==> src/hdl/csvr_pkg.sv <==
// Shared types and constants for the CSV character parser.
// Beat payloads, dialect register set, register indexes, function and status codes.
// No dependencies.
`default_nettype none

package csvr_pkg;

	localparam int CHAR_W      = 8;
	localparam int QCHAR_W     = 9;
	localparam int LIMIT_W     = 20;
	localparam int CFG_INDEX_W = 3;
	localparam int CFG_DATA_W  = 20;

	// item function codes
	localparam logic [1:0] FUNC_CHAR = 2'd0;
	localparam logic [1:0] FUNC_EOL  = 2'd1;
	localparam logic [1:0] FUNC_EOI  = 2'd2;

	// result actions
	localparam logic [1:0] ACT_NONE   = 2'd0;
	localparam logic [1:0] ACT_APPEND = 2'd1;
	localparam logic [1:0] ACT_SAVE   = 2'd2;

	// status codes
	localparam logic [2:0] ST_OK          = 3'd0;
	localparam logic [2:0] ST_FIELD_LIMIT = 3'd1;
	localparam logic [2:0] ST_QUOTE_EXP   = 3'd2;
	localparam logic [2:0] ST_NL_UNQUOTED = 3'd3;
	localparam logic [2:0] ST_UNEXP_END   = 3'd4;

	// quoting modes that change behaviour
	localparam logic [2:0] MODE_NONE    = 3'd3;
	localparam logic [2:0] MODE_STRINGS = 3'd4;
	localparam logic [2:0] MODE_NOTNULL = 3'd5;

	// register indexes
	localparam logic [CFG_INDEX_W-1:0] REG_DELIMITER   = 3'd0;
	localparam logic [CFG_INDEX_W-1:0] REG_QUOTE_CHAR  = 3'd1;
	localparam logic [CFG_INDEX_W-1:0] REG_ESCAPE_CHAR = 3'd2;
	localparam logic [CFG_INDEX_W-1:0] REG_QUOTING     = 3'd3;
	localparam logic [CFG_INDEX_W-1:0] REG_DOUBLE_QUOTE = 3'd4;
	localparam logic [CFG_INDEX_W-1:0] REG_SKIP_SPACE  = 3'd5;
	localparam logic [CFG_INDEX_W-1:0] REG_STRICT      = 3'd6;
	localparam logic [CFG_INDEX_W-1:0] REG_FIELD_LIMIT = 3'd7;

	// characters
	localparam logic [CHAR_W-1:0] CH_LF    = 8'h0a;
	localparam logic [CHAR_W-1:0] CH_CR    = 8'h0d;
	localparam logic [CHAR_W-1:0] CH_SPACE = 8'h20;

	typedef struct packed {
		logic [1:0]        func;
		logic [CHAR_W-1:0] char_code;
	} item_t;

	typedef struct packed {
		logic [1:0]        action;
		logic [CHAR_W-1:0] out_char;
		logic              field_is_null;
		logic              record_done;
		logic              end_of_data;
		logic [2:0]        status;
	} result_t;

	typedef struct packed {
		logic [CHAR_W-1:0]  delimiter;
		logic [QCHAR_W-1:0] quote_char;
		logic [QCHAR_W-1:0] escape_char;
		logic [2:0]         quoting_mode;
		logic               double_quote;
		logic               skip_initial_space;
		logic               strict_mode;
		logic [LIMIT_W-1:0] field_limit;
	} dialect_t;

endpackage

`default_nettype wire

==> src/hdl/csv_reader_char_parser.sv <==
// Top level of the CSV character parser: input register, beat handshakes, glue.
// Instantiates csvr_cfg_regs and csvr_parser; uses csvr_pkg.
//
//   channel  | direction | handshake              | payload
//   ---------+-----------+------------------------+----------------------------
//   item     | in        | item_valid/item_stall  | csvr_pkg::item_t
//   result   | out       | result_valid/result_stall | csvr_pkg::result_t
//   cfg      | in        | cfg_valid/cfg_ready    | cfg_index, cfg_data
//
// One result beat per item beat; each item passes through the input register and the result register.
// Sustained rate is one item per cycle while result_stall is low; the parser step sits between the input
// register and the result register, and the parser state updates at the same edge as the result register.
// Reset returns the dialect registers to their defaults and the parser to start
// of record. A stalled result holds the pipe; item_stall rises only while the
// input register is full and cannot move on. cfg_ready is always high.
`default_nettype none

module csv_reader_char_parser #(
	parameter int LENGTH_BITS = 21
) (
	input  wire logic                             clk,
	input  wire logic                             arst_n,
	input  wire logic                             item_valid,
	output logic                                  item_stall,
	input  csvr_pkg::item_t                       item,
	output logic                                  result_valid,
	input  wire logic                             result_stall,
	output csvr_pkg::result_t                     result,
	input  wire logic                             cfg_valid,
	output logic                                  cfg_ready,
	input  wire logic [csvr_pkg::CFG_INDEX_W-1:0] cfg_index,
	input  wire logic [csvr_pkg::CFG_DATA_W-1:0]  cfg_data
);

	csvr_pkg::dialect_t dialect;
	csvr_pkg::item_t    item_s1;
	logic               valid_s1, valid_s2, advance, item_take;

	assign advance      = valid_s1 && (!valid_s2 || !result_stall);
	assign item_stall   = valid_s1 && !advance;
	assign item_take    = item_valid && !item_stall;
	assign result_valid = valid_s2;

	always_ff @(posedge clk or negedge arst_n) begin
		if (!arst_n) begin
			valid_s1 <= 1'b0;
			valid_s2 <= 1'b0;
		end else begin
			if (item_take)    valid_s1 <= 1'b1;
			else if (advance) valid_s1 <= 1'b0;
			if (advance)                     valid_s2 <= 1'b1;
			else if (valid_s2 && !result_stall) valid_s2 <= 1'b0;
		end
	end

	always_ff @(posedge clk) begin
		if (item_take) item_s1 <= item;
	end

	csvr_cfg_regs u_cfg (
		.clk       (clk),
		.arst_n    (arst_n),
		.cfg_valid (cfg_valid),
		.cfg_ready (cfg_ready),
		.cfg_index (cfg_index),
		.cfg_data  (cfg_data),
		.dialect   (dialect)
	);

	csvr_parser #(
		.LENGTH_BITS (LENGTH_BITS)
	) u_parser (
		.clk       (clk),
		.arst_n    (arst_n),
		.step      (advance),
		.item_s1   (item_s1),
		.dialect   (dialect),
		.result_s2 (result)
	);

	a_step_shows: assert property (@(posedge clk) disable iff (!arst_n)
		advance |=> result_valid
	) else $error("stepped beat did not reach the result register");

	a_stall_only_full: assert property (@(posedge clk) disable iff (!arst_n)
		!valid_s1 |-> !item_stall
	) else $error("item stalled with an empty input register");

	a_backpressure: assert property (@(posedge clk) disable iff (!arst_n)
		valid_s1 && valid_s2 && result_stall |-> item_stall
	) else $error("item taken while both stages are held");

endmodule

`default_nettype wire

==> src/hdl/csvr_cfg_regs.sv <==
// Dialect register file for the CSV character parser.
// Holds the eight configuration registers; uses csvr_pkg.
`default_nettype none

module csvr_cfg_regs (
	input  wire logic                               clk,
	input  wire logic                               arst_n,
	input  wire logic                               cfg_valid,
	output logic                                    cfg_ready,
	input  wire logic [csvr_pkg::CFG_INDEX_W-1:0]   cfg_index,
	input  wire logic [csvr_pkg::CFG_DATA_W-1:0]    cfg_data,
	output csvr_pkg::dialect_t                      dialect
);

	csvr_pkg::dialect_t dialect_q;

	assign cfg_ready = 1'b1;
	assign dialect   = dialect_q;

	always_ff @(posedge clk or negedge arst_n) begin
		if (!arst_n) begin
			dialect_q.delimiter          <= 8'd44;
			dialect_q.quote_char         <= 9'd34;
			dialect_q.escape_char        <= 9'd256;
			dialect_q.quoting_mode       <= 3'd0;
			dialect_q.double_quote       <= 1'b1;
			dialect_q.skip_initial_space <= 1'b0;
			dialect_q.strict_mode        <= 1'b0;
			dialect_q.field_limit        <= 20'd131072;
		end else if (cfg_valid && cfg_ready) begin
			unique case (cfg_index)
				csvr_pkg::REG_DELIMITER:    dialect_q.delimiter <= cfg_data[7:0];
				csvr_pkg::REG_QUOTE_CHAR:   dialect_q.quote_char <= cfg_data[8:0];
				csvr_pkg::REG_ESCAPE_CHAR:  dialect_q.escape_char <= cfg_data[8:0];
				csvr_pkg::REG_QUOTING:      dialect_q.quoting_mode <= cfg_data[2:0];
				csvr_pkg::REG_DOUBLE_QUOTE: dialect_q.double_quote <= cfg_data[0];
				csvr_pkg::REG_SKIP_SPACE:   dialect_q.skip_initial_space <= cfg_data[0];
				csvr_pkg::REG_STRICT:       dialect_q.strict_mode <= cfg_data[0];
				csvr_pkg::REG_FIELD_LIMIT:  dialect_q.field_limit <= cfg_data;
				default: begin
				end
			endcase
		end
	end

endmodule

`default_nettype wire

==> src/hdl/csvr_parser.sv <==
// Parser state machine and result register for the CSV character parser.
// One item per step: next state, field length and result beat; uses csvr_pkg.
`default_nettype none

module csvr_parser #(
	parameter int LENGTH_BITS = 21
) (
	input  wire logic               clk,
	input  wire logic               arst_n,
	input  wire logic               step,
	input  csvr_pkg::item_t         item_s1,
	input  csvr_pkg::dialect_t      dialect,
	output csvr_pkg::result_t       result_s2
);

	localparam int CmpW = (LENGTH_BITS > csvr_pkg::LIMIT_W) ? LENGTH_BITS : csvr_pkg::LIMIT_W;

	typedef enum logic [3:0] {
		S_START_RECORD    = 4'd0,
		S_START_FIELD     = 4'd1,
		S_ESCAPED_CHAR    = 4'd2,
		S_IN_FIELD        = 4'd3,
		S_IN_QUOTED       = 4'd4,
		S_ESC_IN_QUOTED   = 4'd5,
		S_QUOTE_IN_QUOTED = 4'd6,
		S_EAT_CRNL        = 4'd7,
		S_AFTER_ESC_CRNL  = 4'd8
	} pstate_t;

	pstate_t                 state_q, state_d, st, p_state, put_next, save_next;
	logic                    unq_q, unq_d, p_unq;
	logic [LENGTH_BITS-1:0]  len_q, len_d, p_len;
	csvr_pkg::result_t       res_d;

	logic                    eol, nl, is_quote, is_esc, is_delim, is_space;
	logic                    skip, do_put, do_save, room, null_mode;
	logic [csvr_pkg::CHAR_W-1:0] ch, put_ch, p_ch;
	logic [1:0]              p_act;
	logic [2:0]              p_status;
	logic                    p_null;

	always_comb begin
		ch        = item_s1.char_code;
		eol       = (item_s1.func == csvr_pkg::FUNC_EOL);
		nl        = !eol && (ch == csvr_pkg::CH_LF || ch == csvr_pkg::CH_CR);
		is_quote  = !eol && ({1'b0, ch} == dialect.quote_char) &&
		            (dialect.quoting_mode != csvr_pkg::MODE_NONE);
		is_esc    = !eol && ({1'b0, ch} == dialect.escape_char);
		is_delim  = !eol && (ch == dialect.delimiter);
		is_space  = (ch == csvr_pkg::CH_SPACE);
		room      = !((CmpW'(len_q) >= CmpW'(dialect.field_limit)) || (&len_q));
		null_mode = (dialect.quoting_mode == csvr_pkg::MODE_STRINGS) ||
		            (dialect.quoting_mode == csvr_pkg::MODE_NOTNULL);

		p_state   = state_q;
		p_unq     = unq_q;
		p_len     = len_q;
		p_act     = csvr_pkg::ACT_NONE;
		p_ch      = '0;
		p_null    = 1'b0;
		p_status  = csvr_pkg::ST_OK;
		do_put    = 1'b0;
		do_save   = 1'b0;
		put_ch    = ch;
		put_next  = S_IN_FIELD;
		save_next = S_START_FIELD;
		skip      = 1'b0;
		st        = state_q;

		// record start or after escaped CR/LF: non-line-end chars enter a field
		if (state_q == S_START_RECORD) begin
			if (eol) begin
				skip = 1'b1;
			end else if (nl) begin
				p_state = S_EAT_CRNL;
				skip    = 1'b1;
			end else begin
				st = S_START_FIELD;
			end
		end
		if (state_q == S_AFTER_ESC_CRNL) begin
			if (eol) skip = 1'b1;
			else     st   = S_IN_FIELD;
		end

		if (!skip) begin
			unique case (st)
				S_START_FIELD: begin
					p_state = S_START_FIELD;
					p_unq   = 1'b1;
					if (nl || eol) begin
						do_save   = 1'b1;
						save_next = eol ? S_START_RECORD : S_EAT_CRNL;
					end else if (is_quote) begin
						p_unq   = 1'b0;
						p_state = S_IN_QUOTED;
					end else if (is_esc) begin
						p_state = S_ESCAPED_CHAR;
					end else if (is_space && dialect.skip_initial_space) begin
						p_state = S_START_FIELD;
					end else if (is_delim) begin
						do_save = 1'b1;
					end else begin
						do_put = 1'b1;
					end
				end
				S_ESCAPED_CHAR: begin
					do_put = 1'b1;
					if (nl) put_next = S_AFTER_ESC_CRNL;
					else if (eol) put_ch = csvr_pkg::CH_LF;
				end
				S_IN_FIELD: begin
					if (nl || eol) begin
						do_save   = 1'b1;
						save_next = eol ? S_START_RECORD : S_EAT_CRNL;
					end else if (is_esc) begin
						p_state = S_ESCAPED_CHAR;
					end else if (is_delim) begin
						do_save = 1'b1;
					end else begin
						do_put = 1'b1;
					end
				end
				S_IN_QUOTED: begin
					if (eol) begin
						p_state = S_IN_QUOTED;
					end else if (is_esc) begin
						p_state = S_ESC_IN_QUOTED;
					end else if (is_quote) begin
						p_state = dialect.double_quote ? S_QUOTE_IN_QUOTED : S_IN_FIELD;
					end else begin
						do_put   = 1'b1;
						put_next = S_IN_QUOTED;
					end
				end
				S_ESC_IN_QUOTED: begin
					do_put   = 1'b1;
					put_next = S_IN_QUOTED;
					if (eol) put_ch = csvr_pkg::CH_LF;
				end
				S_QUOTE_IN_QUOTED: begin
					if (is_quote) begin
						do_put   = 1'b1;
						put_next = S_IN_QUOTED;
					end else if (is_delim) begin
						do_save = 1'b1;
					end else if (nl || eol) begin
						do_save   = 1'b1;
						save_next = eol ? S_START_RECORD : S_EAT_CRNL;
					end else if (!dialect.strict_mode) begin
						do_put = 1'b1;
					end else begin
						p_status = csvr_pkg::ST_QUOTE_EXP;
					end
				end
				S_EAT_CRNL: begin
					if (eol) p_state = S_START_RECORD;
					else if (!nl) p_status = csvr_pkg::ST_NL_UNQUOTED;
				end
				default: begin
				end
			endcase
		end

		if (do_put) begin
			if (room) begin
				p_act   = csvr_pkg::ACT_APPEND;
				p_ch    = put_ch;
				p_len   = LENGTH_BITS'(len_q + 1'b1);
				p_state = put_next;
			end else begin
				p_status = csvr_pkg::ST_FIELD_LIMIT;
			end
		end
		if (do_save) begin
			p_act   = csvr_pkg::ACT_SAVE;
			p_null  = p_unq && (len_q == '0) && null_mode;
			p_len   = '0;
			p_state = save_next;
		end

		// resolve by item function
		res_d   = '0;
		state_d = state_q;
		unq_d   = unq_q;
		len_d   = len_q;
		case (item_s1.func)
			csvr_pkg::FUNC_CHAR, csvr_pkg::FUNC_EOL: begin
				if (p_status != csvr_pkg::ST_OK) begin
					res_d.status = p_status;
					state_d      = S_START_RECORD;
					unq_d        = 1'b0;
					len_d        = '0;
				end else begin
					res_d.action        = p_act;
					res_d.out_char      = p_ch;
					res_d.field_is_null = p_null;
					res_d.record_done   = eol && (p_state == S_START_RECORD);
					state_d             = p_state;
					unq_d               = p_unq;
					len_d               = p_len;
				end
			end
			csvr_pkg::FUNC_EOI: begin
				if ((len_q != '0) || (state_q == S_IN_QUOTED)) begin
					if (dialect.strict_mode) begin
						res_d.status = csvr_pkg::ST_UNEXP_END;
					end else begin
						res_d.action        = csvr_pkg::ACT_SAVE;
						res_d.field_is_null = unq_q && (len_q == '0) && null_mode;
						res_d.record_done   = 1'b1;
					end
				end else begin
					res_d.end_of_data = 1'b1;
				end
				state_d = S_START_RECORD;
				unq_d   = 1'b0;
				len_d   = '0;
			end
			default: begin
			end
		endcase
	end

	always_ff @(posedge clk or negedge arst_n) begin
		if (!arst_n) begin
			state_q <= S_START_RECORD;
			unq_q   <= 1'b0;
			len_q   <= '0;
		end else if (step) begin
			state_q <= state_d;
			unq_q   <= unq_d;
			len_q   <= len_d;
		end
	end

	always_ff @(posedge clk) begin
		if (step) result_s2 <= res_d;
	end

	a_error_clears: assert property (@(posedge clk) disable iff (!arst_n)
		step && (res_d.status != csvr_pkg::ST_OK) |=> (state_q == S_START_RECORD) && (len_q == '0)
	) else $error("parser state not cleared after an error");

	a_eoi_clears: assert property (@(posedge clk) disable iff (!arst_n)
		step && (item_s1.func == csvr_pkg::FUNC_EOI) |=> (state_q == S_START_RECORD) && !unq_q
	) else $error("parser state not cleared at end of input");

	a_append_counts: assert property (@(posedge clk) disable iff (!arst_n)
		step && (res_d.action == csvr_pkg::ACT_APPEND) |=>
			(len_q == LENGTH_BITS'($past(len_q) + 1'b1))
	) else $error("field length did not advance on append");

endmodule

`default_nettype wire

==> config.mk <==
export PLATFORM = sky130hd
export DESIGN_NAME = csv_reader_char_parser
export DESIGN_NICKNAME = d
export VERILOG_FILES = /design/src/hdl/csvr_pkg.sv /design/src/hdl/csv_reader_char_parser.sv /design/src/hdl/csvr_cfg_regs.sv /design/src/hdl/csvr_parser.sv
export SDC_FILE = /design/constraint.sdc
export NUM_CORES = 1
export LEC_CHECK = 0
export ABC_AREA = 1
export BUFFER_PORTS_ARGS = -buffer_cell sky130_fd_sc_hd__buf_4
export CAP_MARGIN = 0
export CORE_ASPECT_RATIO = 1.75
export CORE_UTILIZATION = 65
export DETAILED_ROUTE_END_ITERATION = 16
export PLACE_DENSITY = 0.86
export SYNTH_ARGS = -nofsm -noshare
export SYNTH_HDL_FRONTEND = slang
export SYNTH_HIERARCHICAL = 1
export SYNTH_SLANG_ARGS = --single-unit
==> constraint.sdc <==
create_clock -name clk -period 6.7 [get_ports clk]
set_clock_uncertainty 0.2 [all_clocks]
set_input_delay 1.34 -clock clk [delete_from_list [all_inputs] [get_ports clk]]
set_output_delay 1.34 -clock clk [all_outputs]
set_load 0.02 [all_outputs]
==> qor.csv <==
stage;metric;value;unit
outcome;run status;completed;
layout;final cell count without fillers;1093;
sta;Final Setup Violations;0;
synth;synthesized flop and latch total;106;
die;total core area;0.00991;mm²
synth;largest family of logic cells by synthesized area;simple AND/OR/NAND/NOR gates;
critical_path;r2r endpoint;u_parser/len_q[9]$_DFFE_PN0P_;
clock_tree;post_cts resized;0;
power;Clock power frac;21.5;%
critical_path;family with the most delay on the worst path;simple AND/OR/NAND/NOR gates;
hold_path;worst hold path class;flop to flop;
synth;adder-cell area share of the yosys netlist;4.15;%
synth;largest area contributor in the netlist;dfrtp_1;
global_route;vias in the first global route;6190;
placement;dpl hpwl;13.3;mm
sta;Fin Setup TNS;0;ns
sta;worst-margin pin slew;1.18;ns
layout;ratio of cells with drive above 1 in the final layout;13.5;%
sta;final worst-path cycle share;56.8;%
sta;RSZ-0062 raised after global routing;false;
power;Pleak;0.00380;µW
synth;dominant cells by area after synthesis;dfrtp_1 (27%), nand2_1 (19%), edfxtp_1 (12%), nand3_1 (7.0%), inv_1 (5.9%);
power;Pwr Density;323;mW/mm²
critical_path;slowest stage delay, CP;0.61;ns
layout;Nets;1023;
route;Pre-Repair DR Iteration Count;5;
synth;Simple-Gate Fraction of Synth Area;38.5;%
synth;synthesized instance count;919;
critical_path;reg2reg start;item_s1[9]$_DFFE_PP_;
die;initial core utilization;66.9;%
layout;fillcell total;836;
critical_path;Worst Setup SP;item_s1[9]$_DFFE_PP_;
synth;Cell Area, Synth;0.00663;mm²
critical_path;crit path max fanout;22;
critical_path;Worst EP arrival;3.84;ns
die;I/O pins;57;
global_route;Total Routing Usage GR;35.8;%
critical_path;R2R Setup Slk;2.90;ns
route;DR vias;6304;
critical_path;crit path capture;u_parser/len_q[9]$_DFFE_PN0P_;
placement;Inst Count DP;1077;
clock_tree;Worst-Skew Late Latency;0.35;ns
power;Flop pwr share;37.1;%
placement;routability cong.;1.01;
clock_tree;clk sinks;106;
critical_path;WP data required;6.73;ns
global_route;antenna violations before repair;0;
synth;top-count cell post-synth;nand2_1;
route;drt via density;5.77;
clock_tree;H-Tree Depth;3;
clock_tree;Clock Path Buffers;2;
sta;Max Fclk;263;MHz
run;max-cap viol count;0;
die;DIE AREA;0.0106;mm²
synth;most instantiated cells after synthesis;nand2_1 (335), inv_1 (104), nand3_1 (93);
critical_path;Top cell by count, worst path;nand2_1;
clock_tree;total CTS buffers;9;
critical_path;crit path capture type;flop;
critical_path;CP cell instances;inv_4 > nand2_8 > inv_2 > o22ai_2 > nand4_1 > a21oi_1 > nand2_1 > nand2_1 > nand2_1 > inv_2 > nor2_1 > nand2_2 > nand2_2 > nand2_1 > nand2_1;
route;Antenna Violating Nets Remaining;0;
power;Max IR drop VDD;0.246;mV
sta;Slew headroom;20.8;%
critical_path;CP Class;flop to flop;
global_route;first-pass GRT wire length;28.7;mm
synth;mux share of post-synthesis cell area;0;%
synth;post-synthesis compound-gate area fraction;4.49;%
critical_path;Critical-path top delay cell;edfxtp_1;
clock_tree;Clock Pin Slew Worst Setup and Hold Paths;0.08;ns
global_route;largest net degree at the start of global routing;62;
layout;# diodes;0;
global_route;total grt overflow;0;
synth;Main synth FF type;dfrtp_1;
synth;synth warn;6;
synth;Syn Nets;979;
die;chip height;136;µm
clock_tree;CTS Hold Bufs;0;
synth;Seq/Total Area, Yosys;42.1;%
clock_tree;setup bufs post-CTS;0;
power;switching power;1020;µW
synth;Syn Area/Cell;7.21;µm²
critical_path;stages on the worst setup path;15;
route;DRC viols;0;
clock_tree;Root Driver;clkbuf_16;
power;Comb pwr share;41.4;%
placement;PortBufs;55;
sta;Final Critical Period;3.80;ns
synth;Post-Synth XOR/XNOR Area;1.59;%
sta;Slew Limit Fails;0;
power;Pint;1350;µW
die;die width;78.3;µm
layout;P&R area growth vs syn;11.1;%
synth;post-synth cell types;44;
die;Placement Rows;48;
synth;Post-synth ARST share;75.5;%
critical_path;Reg2Reg Depth;15;
critical_path;CP Launch Type;flop;
clock_tree;CTS tree;built;
synth;number of synthesized flops with an enable pin;26;
sta;Hold Fails Final Rpt;0;
synth;post-synth top area share;27.2;%
route;First DRT Iteration DRCs;443;
power;switching share of power;43.1;%
critical_path;Crit path buffers/inverters;3;
route;WL/cell;16.6;µm
route;wirelength, routed;18.1;mm
-- how the worst min path moves through the flow --
stage	from	endpoint	slack (ns)	cells after the start
after floorplan	u_cfg/dialect[21]$_DFFE_PN0P_	u_cfg/dialect[21]$_DFFE_PN0P_	0.24	2
after global placement	u_cfg/dialect[34]$_DFFE_PN1P_	u_cfg/dialect[34]$_DFFE_PN1P_	0.25	2
after detailed placement	u_cfg/dialect[10]$_DFFE_PN0P_	u_cfg/dialect[10]$_DFFE_PN0P_	0.26	2
after CTS	u_cfg/dialect[17]$_DFFE_PN1P_	u_cfg/dialect[17]$_DFFE_PN1P_	0.27	2
after global routing	u_cfg/dialect[15]$_DFFE_PN0P_	u_cfg/dialect[15]$_DFFE_PN0P_	0.30	2
final	u_cfg/dialect[17]$_DFFE_PN1P_	u_cfg/dialect[17]$_DFFE_PN1P_	0.27	2
-- cell type report --
cell class,count,area (µm²),area share (%)
multi-input combinational,668,3240,44.0
timing repair buffer,58,435,5.91
clock buffer,9,225,3.06
inverter,120,453,6.15
sequential,106,2790,37.9
clock inverter,7,63.8,0.867
tap,125,156,2.12
-- placed cells by master, fill, tap and decap left out, types with 2 or more instances in the layout --
master,count
nand3_4,2
nor4_1,3
o21ai_1,2
nand2_2,10
nand3_2,2
nand3_1,93
edfxtp_1,26
a31oi_1,2
buf_4,58
xnor2_1,10
nor3_2,2
o21ai_0,21
nand2_1,335
inv_4,2
inv_1,104
ha_1,22
a21oi_1,23
or2_2,5
inv_2,15
nor2_2,5
nor2_4,2
dfrtp_1,72
nor2_1,51
nor3_1,42
xor2_1,2
clkbuf_16,9
nand4_1,20
dfstp_2,8
-- per-layer routing --
| layer | GRT usage, % | wire [µm] | up-vias |
|---|---|---|---|
| li1 | - | - | 3037 |
| met5 | 0 | 0 | - |
| met1 | 34.2 | 6130 | 2912 |
| met2 | 65.8 | 9710 | 268 |
| met3 | 5.59 | 881 | 87 |
| met4 | 29.8 | 1390 | 0 |
-- worst min-delay path: cells and delay by family (launching register included) --
kind / cells / cell delay, ns
flip-flops: 1 / 0.37
AND/OR/NAND/NOR: 2 / 0.10
-- per-stage QoR --
step                hold WS [ns]  setup WS, ns  power [µW]  util [%]  area [µm²]
floorplan                  0.242          3.12        1570         -        6630
global placement           0.252          2.93        1810      71.4        7070
detailed placement         0.258          2.84        1830      71.4        7070
CTS                        0.273          2.98        2350      74.3        7360
global route               0.298          2.61        2520      74.3        7360
finish                     0.271          2.90        2380      74.3        7360
-- cells by family after synthesis --
kind of cell / after synthesis
simple gates: 578
buf+inv: 145
flops: 106
compound gates: 55
fa+ha+maj: 22
xor+xnor: 12
other cells: 1
-- flip-flops by register name, indices dropped and copies added (netlist names) --
name,cells
u_cfg/dialect,52
u_parser/len_q,21
u_parser/result_s2,16
item_s1,10
u_parser/state_q,4
result_valid,1
u_parser/unq_q,1
valid_s1,1
-- power by group through the flow --
| stage | Combinational [µW] | Clock, µW | Sequential, µW |
|---|---|---|---|
| after CTS | 949 | 519 | 878 |
| after global placement | 921 | 0 | 888 |
| after global routing | 1090 | 539 | 891 |
| final | 983 | 511 | 883 |
| after detailed placement | 939 | 0 | 890 |
| after floorplan | 692 | 0 | 877 |
Power figures use the tool's default switching activity.
